**src/inae_ram.sv**
```systemverilog
// Generic simple dual-port synchronous RAM, one write and one registered read.
// No dependencies.
module inae_ram #(
  parameter int WIDTH  = 16,
  parameter int DEPTH  = 256,
  parameter int ADDR_W = (DEPTH > 1) ? $clog2(DEPTH) : 1
) (
  input  logic              clk,
  input  logic              we,
  input  logic [ADDR_W-1:0] waddr,
  input  logic [WIDTH-1:0]  wdata,
  input  logic              re,
  input  logic [ADDR_W-1:0] raddr,
  output logic [WIDTH-1:0]  rdata
);

  logic [WIDTH-1:0] mem [DEPTH];

  always_ff @(posedge clk) begin
    if (we) begin
      mem[waddr] <= wdata;
    end
  end

  always_ff @(posedge clk) begin
    if (re) begin
      rdata <= mem[raddr];
    end
  end

endmodule

```
**config.mk**
```make
export PLATFORM = sky130hd
export DESIGN_NAME = inae_ram
export DESIGN_NICKNAME = d
export VERILOG_FILES = /design/src/inae_ram.sv
export SDC_FILE = /design/constraint.sdc
export NUM_CORES = 2
export LEC_CHECK = 0
export ABC_AREA = 1
export BUFFER_PORTS_ARGS = -buffer_cell sky130_fd_sc_hd__buf_2
export CAP_MARGIN = 20
export CORE_ASPECT_RATIO = 0.8
export CORE_UTILIZATION = 32
export CTS_CLUSTER_DIAMETER = 80
export DETAILED_ROUTE_END_ITERATION = 7
export SYNTH_ARGS = -nofsm -noshare
export SYNTH_HDL_FRONTEND = slang
export SYNTH_SLANG_ARGS = --single-unit
```
**constraint.sdc**
```tcl
create_clock -name clk -period 2.7 [get_ports clk]
set_input_delay 0.54 -clock clk [delete_from_list [all_inputs] [get_ports clk]]
set_output_delay 0.54 -clock clk [all_outputs]
set_load 0.02 [all_outputs]
```
==> results.py <==
metrics = {
    "floorplanning": {
        "die-area_um2": 521200,
        "core_um2": 516500,
        "start_util_pct": 32.12,
        "pin_count": 51,
        "rows": 236,
        "die_x_um": 806.9,
        "die_h_um": 645.9,
    },
    "sta": {
        "worst_pin_slew_ns": 1.042,
        "period_needed_ns": 2.496,
        "skew_ns": 0.06410,
        "hold_viol": 0,
        "hold_slack_ns": 0.04761,
        "finalSetupViolCount": 0,
        "relSlewSlack_pct": 30.27,
        "period_share_pct": 92.43,
        "slew_viol_final": 0,
        "rsz0062_at_grt": "no",
        "max_freq_mhz": 400.7,
        "tns_ns": 0,
    },
    "global_route": {
        "grt_pass1_vias": 103000,
        "grt_pass1_wl_um": 739900,
        "grt_usage_pct": 19.09,
        "gr-total-overflow": 0,
        "antenna_found_initial": 45,
        "grt_max_degree": 105,
    },
    "cells_and_area": {
        "area_growth_pct": 18.33,
        "nNetsFinal": 14360,
        "drive_above_1_share_pct": 12.45,
        "final_util_pct": 38.00,
        "fill_cells": 48650,
    },
    "place": {
        "io_buffers": 50,
        "dp_hpwl_um": 321200,
        "routabilityCongestion": 0.9078,
    },
    "setup_path": {
        "crit_path_cell_trace": "buf_12 > buf_4 > buf_12 > buf_12 > buf_4 > nand2_1 > nand3_1 > nand3_1 > nand3_1 > nand3_1 > nand3_1 > nand3_1 > nand2_1 > nand2_1 > nand2_1",
        "cp_slowest_cell": "nand3_1",
        "cp_max_fo": 71,
        "r2r_end": "rdata[7]$_DFFE_PP_",
        "cp_num_cells": 15,
        "slowest_delay_ns": 0.33,
        "required_ns": 3.54,
        "start_kind": "input port",
        "regToRegSetupSlack_ns": 0.46,
        "path_buf_inv": 5,
        "crit_path_end_kind": "register",
        "reg2reg_depth": 10,
        "crit_end": "rdata[5]$_DFFE_PP_",
        "cp-startpoint": "raddr[0]",
        "path_class": "input port to register",
        "cp_top_family": "simple AND/OR/NAND/NOR gates",
        "critPathArrivalTime_ns": 3.33,
        "crit_top_cell": "nand3_1",
        "r2r_start": "mem[111][7]$_DFFE_PP_",
    },
    "clocking": {
        "htree_num_levels": 5,
        "numCtsBuffers": 388,
        "cts_tree": "built",
        "clk_latency_ns": 0.97,
        "postCtsSetupBuffers": 0,
        "cts_root_buf": "clkbuf_16",
        "cts.sinks": 4112,
        "clk_pin_slew_ns": 0.07,
        "cts_buffer_depth": 4,
    },
    "route": {
        "routed-wl-met2_um": 218100,
        "route.met3.wl_um": 57910,
        "top_layer_used": "met5",
        "drt-total-wl_um": 516300,
        "via_per_inst": 5.217,
        "drt_first_iter_violations": 16490,
        "drc": 0,
        "ant_nets": 0,
        "num_vias": 112400,
        "wl_per_cell_um": 23.96,
        "first_pass_iters": 8,
        "wl_met1_um": 219900,
    },
    "power_and_ir_drop": {
        "vdd_drop_max_v": 0.0005794,
        "power.total_mw": 135.2,
        "leakagePower_nw": 68.59,
        "power_density_nw_per_um2": 689.1,
    },
    "synthesis": {
        "ys_types": 14,
        "synthCells": 13620,
        "synth_top_cell_by_area": "edfxtp_1",
        "synth.area.top_cells": "edfxtp_1 (74%), nand3_1 (12%), nand2_1 (9.5%)",
        "syn_area_um2": 165900,
        "avgSynthCellArea_um2": 12.18,
        "ys_warn_count": 0,
        "ys_ff_latch": 4112,
        "syn_nets": 13650,
        "ys_seq_area_share_pct": 74.44,
        "netlist.area_leader.share_pct": 74.44,
    },
    "run": {
        "cap_violations": 0,
    },
    "hold_path": {
        "hold_path.class": "input port to register",
    },
    "run_status": {
        "outcome": "completed",
    },
}
how the worst min path moves through the flow:
stage | startpoint | to | cells after the start
after floorplan | wdata[0] | mem[0][0]$_DFFE_PP_ | 0
after global placement | wdata[15] | mem[177][15]$_DFFE_PP_ | 1
after detailed placement | wdata[15] | mem[177][15]$_DFFE_PP_ | 1
after CTS | wdata[2] | mem[185][2]$_DFFE_PP_ | 1
after global routing | wdata[14] | mem[178][14]$_DFFE_PP_ | 1
final | wdata[14] | mem[178][14]$_DFFE_PP_ | 1
report_power, final:
group,internal (mW),total (mW),switching [mW],leakage [nW]
logic,2.87,9.81,6.93,25.6
registers,70.4,70.5,0.126,37.0
clock network,30.8,55.0,24.1,6.06
stage by stage:
stage / cells / instance area (um2) / setup WS, ns
detailed placement: 20820 / 183700 / -0.6806
global placement: 20820 / 183700 / -0.7461
floorplan: 13620 / 165900 / 0.3196
global route: 21540 / 196200 / 0.1530
CTS: 21530 / 196200 / 0.1760
finish: 21550 / 196300 / 0.2045
cells in the mapped netlist (all sizes together):
cell type,count
nand2,4211
edfxtp,4112
nand3,4035
buf,783
nor2,283
clkbuf,154
inv,39
registers in the layout, indices dropped and copies added (netlist names):
signal,cells
rdata,16
mem,4096
cell usage in the layout (no fill, tap or decap), types with 2 or more instances in the layout:
cell type | Yosys | final
buf_12 | 1 | 387
edfxtp_1 | 4112 | 4112
nand3_1 | 4035 | 4035
clkinv_1 | 0 | 90
clkinv_4 | 0 | 2
inv_16 | 0 | 5
diode_2 | 0 | 18
clkbuf_1 | 154 | 71
buf_4 | 163 | 807
bufinv_16 | 0 | 42
nand2_1 | 4211 | 4195
buf_2 | 495 | 28
clkinv_2 | 0 | 65
dlygate4sd3_1 | 0 | 9
inv_6 | 0 | 10
nor2_1 | 283 | 259
inv_8 | 0 | 3
nor2_2 | 0 | 24
buf_8 | 1 | 19
clkinvlp_4 | 0 | 12
clkinv_8 | 0 | 3
inv_1 | 35 | 33
nand2_2 | 0 | 16
clkbuf_16 | 0 | 395
timing repair:
item                                   4_1_cts  5_1_grt
endpoints found under the hold margin      119        0
hold buffers                                 9        0
gates resized for setup                      0        0
per-layer routing:
metal | track usage [%] | up-vias
met5 | 0 | -
met4 | 6.880 | 20
met2 | 27.37 | 5980
met1 | 28.32 | 55450
li1 | - | 50060
met3 | 4.129 | 893
worst register-to-register path, stage by stage (launching register included):
cell and delay (ns):
edfxtp_1 0.37, nand2_1 0.08, nand3_1 0.08, nand3_1 0.15, nand3_1 0.21, nand3_1 0.30
nand3_1 0.30, nand3_1 0.32, nand2_1 0.09, nand2_1 0.08, nand2_1 0.07
logic make-up (layout without fill, tap and decap cells):
family | Yosys count | in the layout | synth area share (%)
simple gates | 8529 | 8529 | 22.35
other cells | 0 | 18 | 0
flops | 4112 | 4112 | 74.44
buf+inv | 976 | 1984 | 3.210
layout make-up:
type	count	area, um2	area share [%]
repair buffers	1251	14330	7.303
inverters	39	198.9	0.1014
diodes	18	45.04	0.02295
clock inverters	228	2261	1.152
flip-flops and latches	4112	123500	62.91
well taps	6902	8636	4.400
multi-input cells	8529	37160	18.94
clock buffers	466	10150	5.172
(Power assumes the default switching activity.)
