===== config.mk =====
export PLATFORM = sky130hd
export DESIGN_NAME = inae_mac
export DESIGN_NICKNAME = d
export VERILOG_FILES = /design/src/inae_pkg.sv /design/src/inae_mac.sv
export SDC_FILE = /design/constraint.sdc
export NUM_CORES = 1
export LEC_CHECK = 0
export ABC_AREA = 1
export ABC_CLOCK_PERIOD_IN_PS = 10800
export BUFFER_PORTS_ARGS = -buffer_cell sky130_fd_sc_hd__buf_2
export CAP_MARGIN = 20
export CORE_MARGIN = 4
export CORE_UTILIZATION = 50
export DETAILED_ROUTE_END_ITERATION = 6
export GPL_TIMING_DRIVEN = 0
export PLACE_DENSITY_LB_ADDON = 0.05
export SYNTH_ARGS = -nofsm -noshare
export SYNTH_HDL_FRONTEND = slang
export SYNTH_SLANG_ARGS = --single-unit

===== constraint.sdc =====
create_clock -name clk -period 10.8 [get_ports clk]
set_clock_uncertainty 0.1 [all_clocks]
set_input_delay 2.7 -clock clk [delete_from_list [all_inputs] [get_ports clk]]
set_output_delay 2.7 -clock clk [all_outputs]
set_load 0.005 [all_outputs]

===== src/inae_pkg.sv =====
// Package for the incremental accumulator evaluator.
// Sizes, codes, state type and helpers shared by the interfaces, inae_mac and the top module.
// No dependencies.
package inae_pkg;

  localparam int NUM_FEATURES = 768;
  localparam int HIDDEN_SIZE  = 256;
  localparam int SCORE_SHIFT  = 14;

  localparam int MODE_W   = 3;
  localparam int FEAT_W   = 10;
  localparam int NEUR_W   = 8;
  localparam int WEIGHT_W = 16;
  localparam int ACC_W    = 32;
  localparam int SCORE_W  = 18;

  localparam int HID_AW   = (HIDDEN_SIZE > 1) ? $clog2(HIDDEN_SIZE) : 1;
  localparam int IW_DEPTH = NUM_FEATURES * HIDDEN_SIZE;
  localparam int IW_AW    = (IW_DEPTH > 1) ? $clog2(IW_DEPTH) : 1;

  typedef logic [MODE_W-1:0]          mode_w_t;
  typedef logic [FEAT_W-1:0]          feat_t;
  typedef logic [NEUR_W-1:0]          neur_t;
  typedef logic signed [WEIGHT_W-1:0] wgt_t;
  typedef logic signed [ACC_W-1:0]    acc_t;
  typedef logic signed [SCORE_W-1:0]  score_t;
  typedef logic [HID_AW-1:0]          hid_addr_t;
  typedef logic [IW_AW-1:0]           iw_addr_t;

  localparam acc_t SCORE_ROUND = acc_t'((1 << SCORE_SHIFT) - 1);

  typedef enum logic [MODE_W-1:0] {
    MODE_LOAD_IW = 3'd0,
    MODE_LOAD_HB = 3'd1,
    MODE_LOAD_OW = 3'd2,
    MODE_RESET   = 3'd3,
    MODE_ADD     = 3'd4,
    MODE_REMOVE  = 3'd5,
    MODE_EVAL    = 3'd6
  } mode_t;

  typedef enum logic [2:0] {
    ST_IDLE,
    ST_SWEEP,
    ST_DRAIN,
    ST_TAIL,
    ST_FINISH
  } state_t;

  typedef struct packed {
    logic clear;
    logic step;
  } mac_ctrl_t;

  function automatic acc_t sext_w(input wgt_t w);
    return acc_t'(w);
  endfunction

endpackage


===== src/inae_mac.sv =====
// Output multiply-accumulate for evaluation: ReLU, product register, running sum
// and score scaling. Depends on inae_pkg.
module inae_mac (
  input  logic                clk,
  input  logic                rst,
  input  inae_pkg::mac_ctrl_t ctrl,
  input  inae_pkg::acc_t      bias,
  input  inae_pkg::acc_t      acc,
  input  inae_pkg::wgt_t      weight,
  output inae_pkg::score_t    score
);

  logic                                      prod_vld;
  inae_pkg::acc_t                            prod;
  inae_pkg::acc_t                            sum;
  logic signed [inae_pkg::ACC_W+inae_pkg::WEIGHT_W-1:0] full;
  inae_pkg::acc_t                            adj;
  inae_pkg::acc_t                            shifted;

  assign full = acc * weight;

  always_ff @(posedge clk) begin
    if (rst) begin
      prod_vld <= 1'b0;
    end else begin
      prod_vld <= ctrl.step;
    end
  end

  always_ff @(posedge clk) begin
    if (ctrl.step) begin
      prod <= acc[inae_pkg::ACC_W-1] ? '0 : full[inae_pkg::ACC_W-1:0];
    end
    if (ctrl.clear) begin
      sum <= bias;
    end else if (prod_vld) begin
      sum <= sum + prod;
    end
  end

  // truncate toward zero: bias negative sums up before the shift
  assign adj     = sum + (sum[inae_pkg::ACC_W-1] ? inae_pkg::SCORE_ROUND : '0);
  assign shifted = adj >>> inae_pkg::SCORE_SHIFT;
  assign score   = shifted[inae_pkg::SCORE_W-1:0];

endmodule


==> flow_metrics.py, run 1 <==
metrics = {
    "cts": {
        "clock_latency_ns": 0.35,
        "cts_buffers": 9,
        "cts_tree": "yes",
        "holdBufCountCts": 0,
        "clock-sinks": 65,
        "postCtsSetupBuffers": 0,
        "cts-root-buf": "clkbuf_16",
        "h-tree-depth": 3,
        "cts_max_path_buffers": 2,
        "clk_pin_slew_worst_paths_ns": 0.05,
        "ctsResizeCount": 0,
    },
    "run": {
        "cap_violations": 0,
    },
    "logic_synthesis": {
        "netlist_area_sq_um": 18000,
        "synth.avg_cell_area_sq_um": 7.31,
        "async_reset_ff_frac": 0,
        "synth_seq_cells": 65,
        "synth_cells": 2462,
        "synth-main-ff-cell": "edfxtp_1",
        "yosys.cell_types.count": 50,
        "yosys_warnings": 0,
        "seq_area_frac_synth": 0.108,
        "synth_edf_count": 64,
        "synth_nets": 2987,
    },
    "setup_path": {
        "crit_path_max_fanout": 10,
        "r2r_cells": 12,
        "end_kind": "register",
        "start_kind": "primary input",
        "cp.arrival_ns": 9.61,
        "timing.setup.critical_path_class": "in -> reg",
        "cp.required_ns": 10.80,
    },
    "global_routing": {
        "use_met3": 0.0221,
        "grt_max_degree": 34,
        "use_met1": 0.328,
        "track_usage": 0.289,
        "grt_pass1_vias": 16400,
        "grt_pass1_wl_microns": 86600,
        "met2_usage": 0.541,
        "gr-total-overflow": 0,
        "antenna_found_initial": 1,
        "top_usage_layer": "met2",
    },
    "floorplan": {
        "rows": 69,
        "die-height_microns": 198,
        "dieArea_sq_um": 39100,
        "start_util": 0.506,
        "core_sq_um": 35600,
        "die_w_microns": 198,
        "boundaryPins": 102,
    },
    "routing": {
        "drt_iter0_drc": 832,
        "wirelength_microns": 55300,
        "dr_total_vias": 15600,
        "vias_per_cell": 5.18,
        "drt-pass1-iter-count": 5,
        "ant_nets": 0,
        "drc": 0,
        "wl_per_cell_microns": 18.3,
    },
    "layout": {
        "fin_util": 0.542,
        "fin_area_sq_um": 19300,
        "syn2layout_area_growth_pct": 7.08,
        "final_net_count": 3077,
        "drive_above_1_share": 0.0548,
        "final_common_cell": "nand2_1",
        "final_cell_mix": "nand2_1 (676), inv_1 (653), fa_1 (305)",
        "n_antenna_cell": 0,
    },
    "placement": {
        "port_buffers": 79,
        "dp_hpwl_microns": 47300,
        "dpl_cell_area_sq_um": 19000,
        "gp_congestion": 0.977,
    },
    "min_path": {
        "hold_depth": 3,
        "hold_path_class": "reg -> reg",
    },
    "sta": {
        "rsz0062_at_grt": "no",
        "maxSlewViolCount": 0,
        "finalCriticalPeriod_ns": 9.61,
        "fin_tns_setup_ns": 0,
        "min_period_over_period": 0.890,
        "relSlewSlack": 0.368,
        "worst_pin_slew_ns": 0.949,
        "setup_viol": 0,
        "fmax_mhz": 104,
        "finalHoldViolCount": 0,
    },
    "status": {
        "status": "complete, no violations",
    },
}
[metrics by stage]
step                worst slack [ns]  hold slack, ns  cells
finish                          1.19           0.574   3018
global placement               0.952           0.559   3002
detailed placement             0.936           0.568   3002
floorplan                       2.75           0.512   2462
global route                    1.04           0.627   3018
CTS                             1.30           0.577   3018
[routing by layer]
layer  wire [microns]  part of all wire
met2            28600              0.52
met4             3270             0.059
met5                0                 0
met1            21100              0.38
met3             2320             0.042
[final cells by class]
type,count,area (sq um)
Fill cell,3576,16300
Multi-Input combinational cell,1651,13200
Inverter,657,2470
Sequential cell,65,1940
Tap cell,461,577
Timing Repair Buffer,79,395
Buffer,89,348
Clock buffer,14,264
Clock inverter,2,37.5
[sequential cells by signal, summed over array words and instances, names as in the netlist]
register  cells
prod         32
sum          32
prod_vld      1
[Yosys cell counts, types with 5 or more instances]
cell | instances | area, sq um
o21ai_0 | 47 | 235
o21bai_1 | 8 | 60.1
nand3_2 | 5 | 50.1
a21o_1 | 8 | 60.1
clkbuf_1 | 68 | 255
nand2_1 | 676 | 2540
buf_2 | 11 | 55.1
o21a_1 | 13 | 97.6
nand3_1 | 75 | 375
nor3_1 | 11 | 55.1
fa_1 | 305 | 6110
a31oi_1 | 6 | 37.5
buf_1 | 10 | 37.5
nand3b_1 | 9 | 67.6
or2_2 | 10 | 62.6
edfxtp_1 | 64 | 1920
nor2_1 | 132 | 495
a21oi_1 | 107 | 536
ha_1 | 136 | 1700
xor2_1 | 9 | 78.8
xnor2_1 | 10 | 87.6
inv_1 | 653 | 2450
o21ai_1 | 21 | 105
nand4_1 | 21 | 131
[worst max-delay path: stages]
cell and delay, ns:
buf_2 0.11, clkbuf_1 0.61, buf_1 0.62, nand2_1 0.16, fa_1 0.52, fa_1 0.51, fa_1 0.55, inv_1 0.07
fa_1 0.49, fa_1 0.49, inv_1 0.05, fa_1 0.47, inv_1 0.04, ha_1 0.33, a21oi_1 0.36, o21ai_0 0.19
a21oi_1 0.49, nand3_1 0.40, a21o_1 0.28, nor2_1 0.10, nor2_1 0.05
[worst paths after layout]
kind | startpoint | to | slack (ns)
worst min-delay path | prod[0] | sum[0] | 0.57
worst max-delay path | weight[2] | prod[24] | 1.19
worst max register to register | sum[14] | sum[23] | 8.06
worst min register to register | prod[0] | sum[0] | 0.57
[kinds of logic after synthesis]
logic type,after synthesis,synth area share
buffers and inverters,746,0.156
adders and majority gates,441,0.434
and+or+nand+nor,960,0.220
DFF,65,0.108
xor gates and xnor gates,20,0.0102
AOI/OAI and AO/OA,230,0.0722
Power of run 1 is not shown: default switching activity piles up to over one toggle a cycle in this logic, so the estimate is an artifact.
==> inputs of run 2 (changes only) <==
--- a/config.mk
+++ b/config.mk
@@ -13,7 +13,7 @@
 export CORE_UTILIZATION = 50
 export DETAILED_ROUTE_END_ITERATION = 6
 export GPL_TIMING_DRIVEN = 0
-export PLACE_DENSITY_LB_ADDON = 0.05
+export PLACE_DENSITY = 0.69
 export SYNTH_ARGS = -nofsm -noshare
 export SYNTH_HDL_FRONTEND = slang
 export SYNTH_SLANG_ARGS = --single-unit
==> run 2 against run 1 <==
Net effect: via count rose by 1.1%; first-iteration DRC count is 28% higher; maximum frequency is 5.0% higher; cell count unchanged; die area unchanged; register-to-register slack gained 0.09 ns; critical path depth is the same; core utilization grew 0.12 points; sequential cell count stayed put; critical path type unchanged; worst hold slack lost 0.024 ns; non-clock buffer count stayed put; highest routed layer is now met5; design area up 0.22%.
==> flow_metrics.py, run 2 (same netlist as run 1, synthesis figures left out) <==
metrics = {
    "floorplan": {
        "start_util": 0.506,
        "die_w_microns": 198,
        "rows": 69,
        "dieArea_sq_um": 39100,
        "boundaryPins": 102,
        "core_sq_um": 35600,
        "die-height_microns": 198,
    },
    "global_routing": {
        "track_usage": 0.281,
        "grt_pass1_vias": 16700,
        "grt_pass1_wl_microns": 86200,
        "grt_max_degree": 34,
        "antenna_found_initial": 1,
        "gr-total-overflow": 0,
    },
    "min_path": {
        "min-delay-start": "prod[0]",
        "hold_path_class": "reg -> reg",
    },
    "cts": {
        "clk_pin_slew_worst_paths_ns": 0.06,
        "h-tree-depth": 3,
        "cts-root-buf": "clkbuf_16",
        "clock_latency_ns": 0.33,
        "clock-sinks": 65,
        "cts_tree": "yes",
        "cts_buffers": 9,
        "holdBufCountCts": 0,
        "postCtsSetupBuffers": 0,
        "cts_max_path_buffers": 2,
        "ctsResizeCount": 0,
    },
    "layout": {
        "fill_cells": 3474,
        "seq_area_sq_um": 1940,
        "final_common_cell": "nand2_1",
        "n_antenna_cell": 0,
        "fin_util": 0.543,
        "final_cell_mix": "nand2_1 (676), inv_1 (653), fa_1 (305)",
        "drive_above_1_share": 0.0555,
        "syn2layout_area_growth_pct": 7.31,
        "final_net_count": 3077,
        "reg_top3": "prod x32, sum x32, prod_vld x1",
        "multiInputGateArea_sq_um": 13200,
    },
    "placement": {
        "port_buffers": 79,
        "gp_congestion": 0.971,
        "dp_hpwl_microns": 45900,
    },
    "sta": {
        "worst_pin_slew_ns": 0.950,
        "min_period_over_period": 0.848,
        "rsz0062_at_grt": "no",
        "fin_tns_setup_ns": 0,
        "fmax_mhz": 109,
        "finalCriticalPeriod_ns": 9.15,
        "maxSlewViolCount": 0,
        "setup_viol": 0,
        "whs_ns": 0.550,
        "relSlewSlack": 0.367,
        "finalHoldViolCount": 0,
    },
    "routing": {
        "wl_per_cell_microns": 17.7,
        "drt-pass1-iter-count": 5,
        "ant_nets": 0,
        "dr_total_vias": 15800,
        "drt_iter0_drc": 1067,
        "vias_per_cell": 5.23,
        "drc": 0,
        "wirelength_microns": 53500,
    },
    "setup_path": {
        "critPathBufInv": 6,
        "cp_slowest_stage_delay_ns": 0.64,
        "crit_family": "adder cells",
        "crit_chain": "buf_2 -> clkbuf_1 -> clkbuf_1 -> nand2_1 -> fa_1 -> fa_1 -> fa_1 -> inv_1 -> fa_1 -> fa_1 -> inv_1 -> fa_1 -> inv_1 -> ha_1 -> a21oi_1 -> o21ai_0 -> a21oi_1 -> nand3_1 -> a21o_1 -> nor2_1 -> nor2_1",
        "r2r_start": "sum[23]",
        "path_common_cell": "fa_1",
        "slowest_stage": "clkbuf_1",
        "cp.required_ns": 10.80,
        "end_kind": "register",
        "crit_path_max_fanout": 10,
        "start_kind": "primary input",
        "timing.setup.critical_path_class": "in -> reg",
        "crit_start": "weight[3]",
        "cp.arrival_ns": 9.15,
    },
    "run": {
        "cap_violations": 0,
    },
    "status": {
        "status": "complete, no violations",
    },
}
==> run 2: changes by cell type in the layout (fill, tap and decap cells not counted), sizes merged <==
cell    change
bufinv      +2
clkbuf      -5
clkinv      +3
==> run 2: final timing paths <==
path	endpoint	slack [ns]	depth (start not counted)
setup / recovery	prod[24]	1.65	21
hold / removal	sum[0]	0.55	3
setup reg to reg	sum[31]	8.15	8
hold reg to reg	sum[0]	0.55	3
==> run 2: area by class of cell <==
| type | instances | area share |
|---|---|---|
| flip-flops and latches | 65 | 0.101 |
| inverters | 657 | 0.128 |
| plain buffers | 89 | 0.0180 |
| multi-input cells | 1651 | 0.686 |
| well taps | 461 | 0.0299 |
| clock buffers | 9 | 0.0117 |
| repair buffers | 79 | 0.0205 |
| clock inverters | 7 | 0.00615 |
==> run 2: per-stage QoR <==
step                      cell area, sq um  std cells  setup WS [ns]
after CTS                            19300       3018           1.64
after global placement               19000       3002           1.36
after detailed placement             19000       3002           1.31
after floorplan                      18000       2462           2.75
after global routing                 19300       3018           1.34
final                                19300       3018           1.65
==> run 2: metal layers <==
layer,wire length [microns],track usage
met1,20700,0.339
met2,26800,0.510
met3,3590,0.0390
met4,2410,0.109
met5,11,0
==> run 2: worst reg2reg max path: stages, from the launching register on <==
cell and delay (ns):
edfxtp_1 0.53, ha_1 0.43, nand2_1 0.11, inv_1 0.08, nand3_1 0.12, nor4_1 0.48
nand4_1 0.31, nand3_1 0.14, a31oi_1 0.09
Power of run 2 is left out for the same reason.
